<file path="src/sv/tob_pkg.sv">
// Package for the tick to OHLC bar builder: result codes, opcodes, sequencer states.
// No dependencies.
`default_nettype none
package tob_pkg;
	localparam int TimeW = 64;
	localparam int PriceW = 48;
	localparam int VolW = 64;
	localparam logic [62:0] PeriodReset = 63'd60000000000;

	typedef enum logic [1:0] {
		KIND_CLOSED = 2'd0,
		KIND_GAP    = 2'd1,
		KIND_SNAP   = 2'd2
	} kind_t;

	typedef enum logic [2:0] {
		ST_UPDATED = 3'd0,
		ST_NEW_BAR = 3'd1,
		ST_INVALID = 3'd2,
		ST_LATE    = 3'd3,
		ST_CLEARED = 3'd4
	} status_t;

	localparam logic OP_TICK  = 1'b0;
	localparam logic OP_CLEAR = 1'b1;

	typedef enum logic [3:0] {
		S_IDLE, S_DIV, S_BUCKET, S_DECIDE, S_GDIV, S_GSETUP, S_GSKIP,
		S_CLOSED, S_GAPADD, S_GAPOUT, S_SNAP, S_WAIT
	} state_t;

	typedef struct packed {
		logic start;
		logic busy;
		logic done;
	} div_ctl_t;
endpackage
`default_nettype wire

</file>
<file path="src/sv/tick_to_ohlc_bar_builder_top.sv">
// Top level of the tick to OHLC bar builder: sequencer, bar state, result register.
// Depends on tob_pkg and tob_div.
//
//  channel | direction | handshake          | payload
//  in      | sink      | in_valid/in_stall  | opcode, tick_time/price/volume/finite
//  out     | source    | out_valid/out_stall| item_kind .. last
//  cfg     | sink      | cfg_we             | cfg_data (bar period)
//
// A tick in the open or an earlier bucket runs from accept to the next accept through
// the bit-serial bucket division, then decide, snapshot, drain and idle.
// A later bucket adds the gap-count division, setup and step-back (the step-back walks
// only when gaps are dropped), the closed beat, and an add and an output step per gap beat.
// Invalid and clear beats skip the divider.
// Reset clears the open bar and loads the period register with 60 s.
// Stall on out holds the result register and the output steps of the sequencer;
// no new input beat is taken until the snapshot has left.
`default_nettype none
module tick_to_ohlc_bar_builder_top #(
	parameter int MAX_GAP_BARS = 62
) (
	input  wire logic        clk,
	input  wire logic        arst_n,
	input  wire logic        in_valid,
	output logic             in_stall,
	input  wire logic        opcode,
	input  wire logic [63:0] tick_time,
	input  wire logic [47:0] tick_price,
	input  wire logic [47:0] tick_volume,
	input  wire logic        tick_finite,
	input  wire logic        cfg_we,
	input  wire logic [62:0] cfg_data,
	output logic             out_valid,
	input  wire logic        out_stall,
	output logic [1:0]       item_kind,
	output logic [2:0]       status,
	output logic [63:0]      bar_start,
	output logic [47:0]      bar_open,
	output logic [47:0]      bar_high,
	output logic [47:0]      bar_low,
	output logic [47:0]      bar_close,
	output logic [63:0]      bar_volume,
	output logic             bar_present,
	output logic [63:0]      gaps_dropped,
	output logic             last
);
	localparam logic [63:0] MaxGap = 64'(MAX_GAP_BARS);
	localparam logic [5:0]  SkipInit = 6'(MAX_GAP_BARS - 1);

	tob_pkg::state_t state_q, state_d;
	logic [62:0] period_q;
	logic [62:0] per_eff;

	// open bar
	logic        valid_q;
	logic [63:0] begin_q;
	logic [47:0] first_q, high_q, low_q, close_q;
	logic [63:0] vol_q;

	// captured input beat
	logic [63:0] t_q;
	logic [47:0] p_q;
	logic [47:0] v_q;
	logic [63:0] bucket_q;
	logic [63:0] drop_q;
	logic [63:0] gaps_q;
	logic [63:0] k_q;
	logic [63:0] gs_q;
	logic [5:0]  skip_q;
	logic [2:0]  st_q;

	// divider
	logic        div_start;
	logic [63:0] div_dvd;
	tob_pkg::div_ctl_t div_ctl;
	logic [63:0] div_quo, div_rem;

	// output register
	logic        ov_q;
	logic [1:0]  kind_q;
	logic [63:0] ostart_q;
	logic [47:0] oopen_q, ohigh_q, olow_q, oclose_q;
	logic [63:0] ovol_q;
	logic        opres_q, olast_q;

	logic out_free;
	logic load_beat;
	assign out_free  = !ov_q || !out_stall;
	assign per_eff   = (period_q == '0) ? 63'd1 : period_q;
	// a result beat enters the output register this cycle
	assign load_beat = out_free && (state_q == tob_pkg::S_CLOSED ||
		state_q == tob_pkg::S_GAPOUT || state_q == tob_pkg::S_SNAP);

	tob_div u_div (
		.clk       (clk),
		.arst_n    (arst_n),
		.start     (div_start),
		.dividend  (div_dvd),
		.divisor   (per_eff),
		.ctl       (div_ctl),
		.quotient  (div_quo),
		.remainder (div_rem)
	);

	// remainder to subtract, floor for negative times
	logic [63:0] r_floor;
	logic [64:0] bk_ext;
	logic [63:0] bucket_n;
	always_comb begin
		if (!t_q[63] || div_rem == '0) r_floor = div_rem;
		else r_floor = {1'b0, per_eff} - div_rem;
		bk_ext = {t_q[63], t_q} - {1'b0, r_floor};
		// saturate below the time range
		if (bk_ext[64] != bk_ext[63]) bucket_n = 64'h8000_0000_0000_0000;
		else bucket_n = bk_ext[63:0];
	end

	logic accept;
	assign accept   = in_valid && !in_stall;
	assign in_stall = (state_q != tob_pkg::S_IDLE);

	always_comb begin
		state_d   = state_q;
		div_start = 1'b0;
		div_dvd   = t_q[63] ? (~t_q + 64'd1) : t_q;
		unique case (state_q)
			tob_pkg::S_IDLE: begin
				if (accept) begin
					if (opcode == tob_pkg::OP_CLEAR || !tick_finite) state_d = tob_pkg::S_SNAP;
					else state_d = tob_pkg::S_DIV;
				end
			end
			tob_pkg::S_DIV: begin
				div_start = 1'b1;
				state_d   = tob_pkg::S_BUCKET;
			end
			tob_pkg::S_BUCKET: if (div_ctl.done) state_d = tob_pkg::S_DECIDE;
			tob_pkg::S_DECIDE: begin
				if (!valid_q || $signed(bucket_q) <= $signed(begin_q)) state_d = tob_pkg::S_SNAP;
				else begin
					div_start = 1'b1;
					div_dvd   = bucket_q - begin_q - 64'd1;
					state_d   = tob_pkg::S_GDIV;
				end
			end
			tob_pkg::S_GDIV: if (div_ctl.done) state_d = tob_pkg::S_GSETUP;
			tob_pkg::S_GSETUP: state_d = tob_pkg::S_GSKIP;
			tob_pkg::S_GSKIP: if (skip_q == '0) state_d = tob_pkg::S_CLOSED;
			tob_pkg::S_CLOSED: if (out_free) state_d = tob_pkg::S_GAPADD;
			tob_pkg::S_GAPADD: begin
				if (k_q > gaps_q) state_d = tob_pkg::S_SNAP;
				else state_d = tob_pkg::S_GAPOUT;
			end
			tob_pkg::S_GAPOUT: if (out_free) state_d = tob_pkg::S_GAPADD;
			tob_pkg::S_SNAP: if (out_free) state_d = tob_pkg::S_WAIT;
			tob_pkg::S_WAIT: if (out_free) state_d = tob_pkg::S_IDLE;
			default: state_d = tob_pkg::S_IDLE;
		endcase
	end

	always_ff @(posedge clk or negedge arst_n) begin
		if (!arst_n) begin
			state_q  <= tob_pkg::S_IDLE;
			period_q <= tob_pkg::PeriodReset;
			valid_q  <= 1'b0;
			begin_q  <= '0;
			first_q  <= '0;
			high_q   <= '0;
			low_q    <= '0;
			close_q  <= '0;
			vol_q    <= '0;
			ov_q     <= 1'b0;
		end else begin
			state_q <= state_d;
			if (cfg_we) period_q <= cfg_data;
			// hold the beat while stalled, drop it once taken
			if (load_beat) ov_q <= 1'b1;
			else if (!out_stall) ov_q <= 1'b0;
			unique case (state_q)
				tob_pkg::S_IDLE: begin
					if (accept && opcode == tob_pkg::OP_CLEAR) begin
						valid_q <= 1'b0;
						begin_q <= '0;
						first_q <= '0;
						high_q  <= '0;
						low_q   <= '0;
						close_q <= '0;
						vol_q   <= '0;
					end
				end
				tob_pkg::S_DECIDE: begin
					if (!valid_q) begin
						valid_q <= 1'b1;
						begin_q <= bucket_q;
						first_q <= p_q;
						high_q  <= p_q;
						low_q   <= p_q;
						close_q <= p_q;
						vol_q   <= {16'd0, v_q};
					end else if (bucket_q == begin_q) begin
						if ($signed(p_q) > $signed(high_q)) high_q <= p_q;
						if ($signed(p_q) < $signed(low_q)) low_q <= p_q;
						close_q <= p_q;
						vol_q   <= (vol_q > ~{16'd0, v_q}) ? '1 : vol_q + {16'd0, v_q};
					end
				end
				tob_pkg::S_GAPADD: begin
					if (k_q > gaps_q) begin
						// all gaps out: open the new bar
						valid_q <= 1'b1;
						begin_q <= bucket_q;
						first_q <= p_q;
						high_q  <= p_q;
						low_q   <= p_q;
						close_q <= p_q;
						vol_q   <= {16'd0, v_q};
					end
				end
				default: ;
			endcase
		end
	end

	// payload registers: input capture, gap walk, result register
	always_ff @(posedge clk) begin
		unique case (state_q)
			tob_pkg::S_IDLE: begin
				if (accept) begin
					t_q    <= tick_time;
					p_q    <= tick_price;
					v_q    <= tick_volume;
					drop_q <= '0;
					if (opcode == tob_pkg::OP_CLEAR) st_q <= tob_pkg::ST_CLEARED;
					else if (!tick_finite) st_q <= tob_pkg::ST_INVALID;
				end
			end
			tob_pkg::S_BUCKET: if (div_ctl.done) bucket_q <= bucket_n;
			tob_pkg::S_DECIDE: begin
				if (!valid_q) st_q <= tob_pkg::ST_NEW_BAR;
				else if ($signed(bucket_q) < $signed(begin_q)) st_q <= tob_pkg::ST_LATE;
				else if (bucket_q == begin_q) st_q <= tob_pkg::ST_UPDATED;
				else st_q <= tob_pkg::ST_NEW_BAR;
			end
			tob_pkg::S_GSETUP: begin
				gaps_q <= div_quo;
				if (div_quo > MaxGap) begin
					drop_q <= div_quo - MaxGap;
					// newest gap starts at bucket - 1 - remainder; step back from there
					gs_q   <= bucket_q + ~div_rem;
					skip_q <= SkipInit;
				end else begin
					drop_q <= '0;
					gs_q   <= begin_q + {1'b0, per_eff};
					skip_q <= '0;
				end
			end
			tob_pkg::S_GSKIP: begin
				if (skip_q != '0) begin
					gs_q   <= gs_q - {1'b0, per_eff};
					skip_q <= skip_q - 6'd1;
				end
			end
			tob_pkg::S_CLOSED: begin
				if (out_free) begin
					kind_q   <= tob_pkg::KIND_CLOSED;
					ostart_q <= begin_q;
					oopen_q  <= first_q;
					ohigh_q  <= high_q;
					olow_q   <= low_q;
					oclose_q <= close_q;
					ovol_q   <= vol_q;
					opres_q  <= 1'b0;
					olast_q  <= 1'b0;
					k_q      <= drop_q + 64'd1;
				end
			end
			tob_pkg::S_GAPADD: ;
			tob_pkg::S_GAPOUT: begin
				if (out_free) begin
					kind_q   <= tob_pkg::KIND_GAP;
					oopen_q  <= '0;
					ohigh_q  <= '0;
					olow_q   <= '0;
					oclose_q <= '0;
					ovol_q   <= '0;
					opres_q  <= 1'b0;
					olast_q  <= 1'b0;
					ostart_q <= gs_q;
					k_q      <= k_q + 64'd1;
					gs_q     <= gs_q + {1'b0, per_eff};
				end
			end
			tob_pkg::S_SNAP: begin
				if (out_free) begin
					kind_q   <= tob_pkg::KIND_SNAP;
					ostart_q <= valid_q ? begin_q : '0;
					oopen_q  <= valid_q ? first_q : '0;
					ohigh_q  <= valid_q ? high_q : '0;
					olow_q   <= valid_q ? low_q : '0;
					oclose_q <= valid_q ? close_q : '0;
					ovol_q   <= valid_q ? vol_q : '0;
					opres_q  <= valid_q;
					olast_q  <= 1'b1;
				end
			end
			default: ;
		endcase
	end

	assign out_valid    = ov_q;
	assign item_kind    = kind_q;
	assign status       = st_q;
	assign bar_start    = ostart_q;
	assign bar_open     = oopen_q;
	assign bar_high     = ohigh_q;
	assign bar_low      = olow_q;
	assign bar_close    = oclose_q;
	assign bar_volume   = ovol_q;
	assign bar_present  = opres_q;
	assign gaps_dropped = drop_q;
	assign last         = olast_q;
endmodule
`default_nettype wire

</file>
<file path="src/sv/tob_div.sv">
// Bit-serial restoring divider: 64-bit unsigned dividend by 63-bit divisor, one bit a cycle.
// Depends on tob_pkg for the control struct.
`default_nettype none
module tob_div (
	input  wire logic                 clk,
	input  wire logic                 arst_n,
	input  wire logic                 start,
	input  wire logic [63:0]          dividend,
	input  wire logic [62:0]          divisor,
	output tob_pkg::div_ctl_t         ctl,
	output logic      [63:0]          quotient,
	output logic      [63:0]          remainder
);
	logic [63:0] quo_q;
	logic [63:0] rem_q;
	logic [6:0]  cnt_q;
	logic        busy_q;
	logic        done_q;
	logic [64:0] trial;
	logic [64:0] shifted;

	assign shifted = {rem_q, quo_q[63]};
	assign trial   = shifted - {2'b00, divisor};

	always_ff @(posedge clk or negedge arst_n) begin
		if (!arst_n) begin
			busy_q <= 1'b0;
			done_q <= 1'b0;
			cnt_q  <= '0;
		end else begin
			if (start) begin
				busy_q <= 1'b1;
				cnt_q  <= 7'd64;
				done_q <= 1'b0;
			end else if (busy_q) begin
				cnt_q <= cnt_q - 7'd1;
				if (cnt_q == 7'd1) begin
					busy_q <= 1'b0;
					done_q <= 1'b1;
				end else begin
					done_q <= 1'b0;
				end
			end else begin
				done_q <= 1'b0;
			end
		end
	end

	always_ff @(posedge clk) begin
		if (start) begin
			quo_q <= dividend;
			rem_q <= '0;
		end else if (busy_q) begin
			// shift one dividend bit in, subtract when it fits
			if (!trial[64]) begin
				rem_q <= trial[63:0];
				quo_q <= {quo_q[62:0], 1'b1};
			end else begin
				rem_q <= shifted[63:0];
				quo_q <= {quo_q[62:0], 1'b0};
			end
		end
	end

	assign ctl.start = start;
	assign ctl.busy  = busy_q;
	assign ctl.done  = done_q;
	assign quotient  = quo_q;
	assign remainder = rem_q;
endmodule
`default_nettype wire

</file>
<file path="config.mk">
export PLATFORM = sky130hd
export DESIGN_NAME = tick_to_ohlc_bar_builder_top
export DESIGN_NICKNAME = d
export VERILOG_FILES = /design/src/sv/tob_pkg.sv /design/src/sv/tick_to_ohlc_bar_builder_top.sv /design/src/sv/tob_div.sv
export SDC_FILE = /design/constraint.sdc
export NUM_CORES = 2
export LEC_CHECK = 0
export BUFFER_PORTS_ARGS = -buffer_cell sky130_fd_sc_hd__buf_2
export CORE_AREA = 5 5 553 336
export CTS_CLUSTER_DIAMETER = 30
export DETAILED_ROUTE_END_ITERATION = 10
export DIE_AREA = 0 0 558 341
export PLACE_DENSITY = 0.76
export RECOVER_POWER = 25
export SETUP_SLACK_MARGIN = 0.4
export SYNTH_ARGS = -nofsm -noshare
export SYNTH_HDL_FRONTEND = slang
export SYNTH_SLANG_ARGS = --single-unit
</file>
<file path="constraint.sdc">
create_clock -name clk -period 48.4 [get_ports clk]
set_input_delay 14.52 -clock clk [delete_from_list [all_inputs] [get_ports clk]]
set_output_delay 14.52 -clock clk [all_outputs]
set_load 0.01 [all_outputs]
</file>
==> qor.yml <==
global_route:
  antenna_found_initial: 30
  grt.total_usage_pct: 33.49
  grt_pass1_vias: 73960
  met3_usage_pct: 8.477
  overflow: 0
  grt_pass1_wl_um: 485300
  grt_max_degree: 171
  grt_use_met1_pct: 50.75
  grt_use_met2_pct: 46.18
  grt-busiest-layer: "met1"
power_and_ir_drop:
  p_leak_nw: 40.65
  powerDensity_nw_per_um2: 32.16
  ir_drop_mv: 0.04857
synth:
  syn-cell-area_sq_um: 89640
  ys_seq_area_share_pct: 41.94
  syn_nets: 10650
  syn_avg_cell_area_sq_um: 9.192
  synth_flop_cell: "edfxtp_1"
  syn_inst: 9752
  synth_cell_types: 98
  ys_ff_latch: 1339
  synth_async_sr_flop_share_pct: 29.72
  synth-edff-count: 877
  yosysWarnings: 0
critical_path:
  crit_fanout: 96
  r2r_slack_ps: 32250
  crit_arrival_ps: 17840
  cp.required_ps: 49090
  critPathLaunchType: "primary input"
  crit_path_end_kind: "flip-flop"
  worstSetupPathType: "primary input to flip-flop"
timing:
  clock_skew_ps: 127.1
  hold_viol: 0
  finalSetupTns_ps: 0
  period_share_pct: 35.42
  grt_setup_unrepaired: "false"
  slew_headroom_pct: -418.1
  worst_slew_pin_slew_ps: 7771
  clock.fmax_mhz: 58.33
  finalWorstSetupSlack_ps: 31260
  fin_crit_ps: 17140
  slew_viol_final: 1005
  finalSetupViolCount: 0
final_layout:
  multi_input_comb_area_sq_um: 48060
  mostFrequentLayoutCells: "972 x nand2_1, 877 x edfxtp_1, 871 x o21ai_0, 853 x a21oi_1, 659 x ha_1"
  drive_gt1_share_pct: 12.04
  mostFrequentLayoutCell: "nand2_1"
  ff_latch_area_sq_um: 37600
  area_growth_pct: 15.05
  layout.nets: 11060
  n_fill_cell: 15630
placed_design:
  io_buffers: 622
  gp_congestion: 1.001
  dp_hpwl_um: 257300
  pre_cts_ws_ps: 30430
outcome:
  run_status: "finished with violations"
  violations: "max-capacitance violations, max-slew violations"
cts:
  postCtsSetupRepairBufs: 0
  clock-sinks: 1339
  clock_latency_ps: 910
  cts_tree: "built"
  htree_num_levels: 4
  cts_made_buffers: 248
  cts_resized: 0
  cts_root_buffer: "clkbuf_16"
  clkSlewWorstSetupHoldPaths_ps: 60
  clockBufferDepth: 4
  ctsHoldBuffers: 0
floorplan:
  die_w_um: 558
  std_cell_rows: 121
  initial_core_util_pct: 49.71
  die_area_sq_um: 190300
  dieHeight_um: 341
  coreArea_sq_um: 180300
  io_pins: 623
worst_hold_path:
  hold_path_class: "flip-flop to flip-flop"
detailed_routing:
  wl_per_cell_um: 26.03
  first_pass_iters: 6
  drtIter0Drc: 10710
  drcViolationCount: 0
  via_count: 80580
  finalWirelength_um: 333100
  ant_nets: 0
  vias_per_cell: 6.299
run:
  drv_cap: 16
[worst max-delay path, cell delays in order]
cell and delay [ps]:
buf_2 120, inv_1 130, nor2_4 120, nand2_1 110, a21oi_1 60, o211ai_1 90
buf_4 760, nand2b_4 670, buf_4 800, o21ai_0 280
[final timing paths]
kind	depth (start not counted)	to	start
worst max-delay path	10	first_q[25]	in_valid
worst min-delay path	2	first_q[13]	first_q[13]
worst max register to register	6	bar_open[44]	state_q[1]
worst min register to register	2	first_q[13]	first_q[13]
max in group asynchronous	4	low_q[20]	arst_n
min in group asynchronous	1	vol_q[42]	arst_n
[cells by family (layout without fill, tap and decap cells)]
| group | count (synthesis) | in the layout | share of synthesized area (%) |
|---|---|---|---|
| xor gates and xnor gates | 690 | 690 | 6.759 |
| AOI/OAI and AO/OA | 3010 | 3010 | 20.77 |
| DFF | 1339 | 1339 | 41.94 |
| muxes | 137 | 137 | 1.538 |
| adders and majority gates | 667 | 667 | 9.377 |
| buffers and inverters | 1068 | 1694 | 4.560 |
| other | 0 | 17 | 0 |
| and+or+nand+nor | 2841 | 2841 | 15.06 |
[Yosys cell counts, types with 60 or more instances]
master	number	area [sq um]
and2_1	190	1189
nand2b_1	65	406.6
inv_1	520	1952
dfrtp_1	383	9584
nor2_1	628	2357
nand2_1	973	3652
o21bai_1	94	705.7
and3_1	70	437.9
nor2b_1	74	462.9
xnor2_1	385	3372
o211ai_1	116	870.8
or3_1	60	375.4
dfxtp_1	64	1281
clkbuf_1	473	1775
nand3_1	206	1031
xor2_1	304	2663
edfxtp_1	877	26340
o21ai_0	871	4359
nor3_1	226	1131
ha_1	659	8245
o21a_1	69	518.0
a211oi_1	110	825.8
mux2i_1	131	1311
a21o_1	342	2567
a22o_1	68	595.6
nand4_1	170	1064
a21oi_1	855	4279
a31oi_1	101	631.9
[where the power goes]
group          leakage, nW  internal, W  total, W  switching [W]
Clock                 4.19      0.00113   0.00180       0.000671
Combinational         23.5     0.000104  0.000287       0.000183
Sequential            13.0      0.00122   0.00123      0.0000115
Total                 40.7      0.00245   0.00332       0.000865
[stage by stage]
stage | hold WS, ps | instances | utilization [%] | instance area (sq um) | power [W]
6_report | 472.3 | 12790 | 57.19 | 103100 | 0.003316
5_1_grt | 499.7 | 12790 | 57.19 | 103100 | 0.003415
4_1_cts | 476.2 | 12780 | 57.27 | 103300 | 0.003318
3_5_place_dp | 462.4 | 12310 | 52.45 | 94570 | 0.001532
3_3_place_gp | 454.3 | 12310 | 52.45 | 94570 | 0.001529
2_1_floorplan | 441.8 | 9752 | - | 89640 | 0.001444
[cell type report]
class                   instances  area share, %
clock inverters               177          2.080
diodes                         17        0.04125
multi-input cells            7345          46.60
inverters                     523          1.905
clock buffers                 285          6.361
repair buffers                709          3.646
flip-flops and latches       1339          36.46
well taps                    2398          2.909
[layer usage]
layer	share of wire, %	up-vias
met3	11	585
met2	40	4470
met4	3.6	4
li1	-	36500
met5	0.0075	-
met1	45	39020
(Power assumes the default switching activity.)
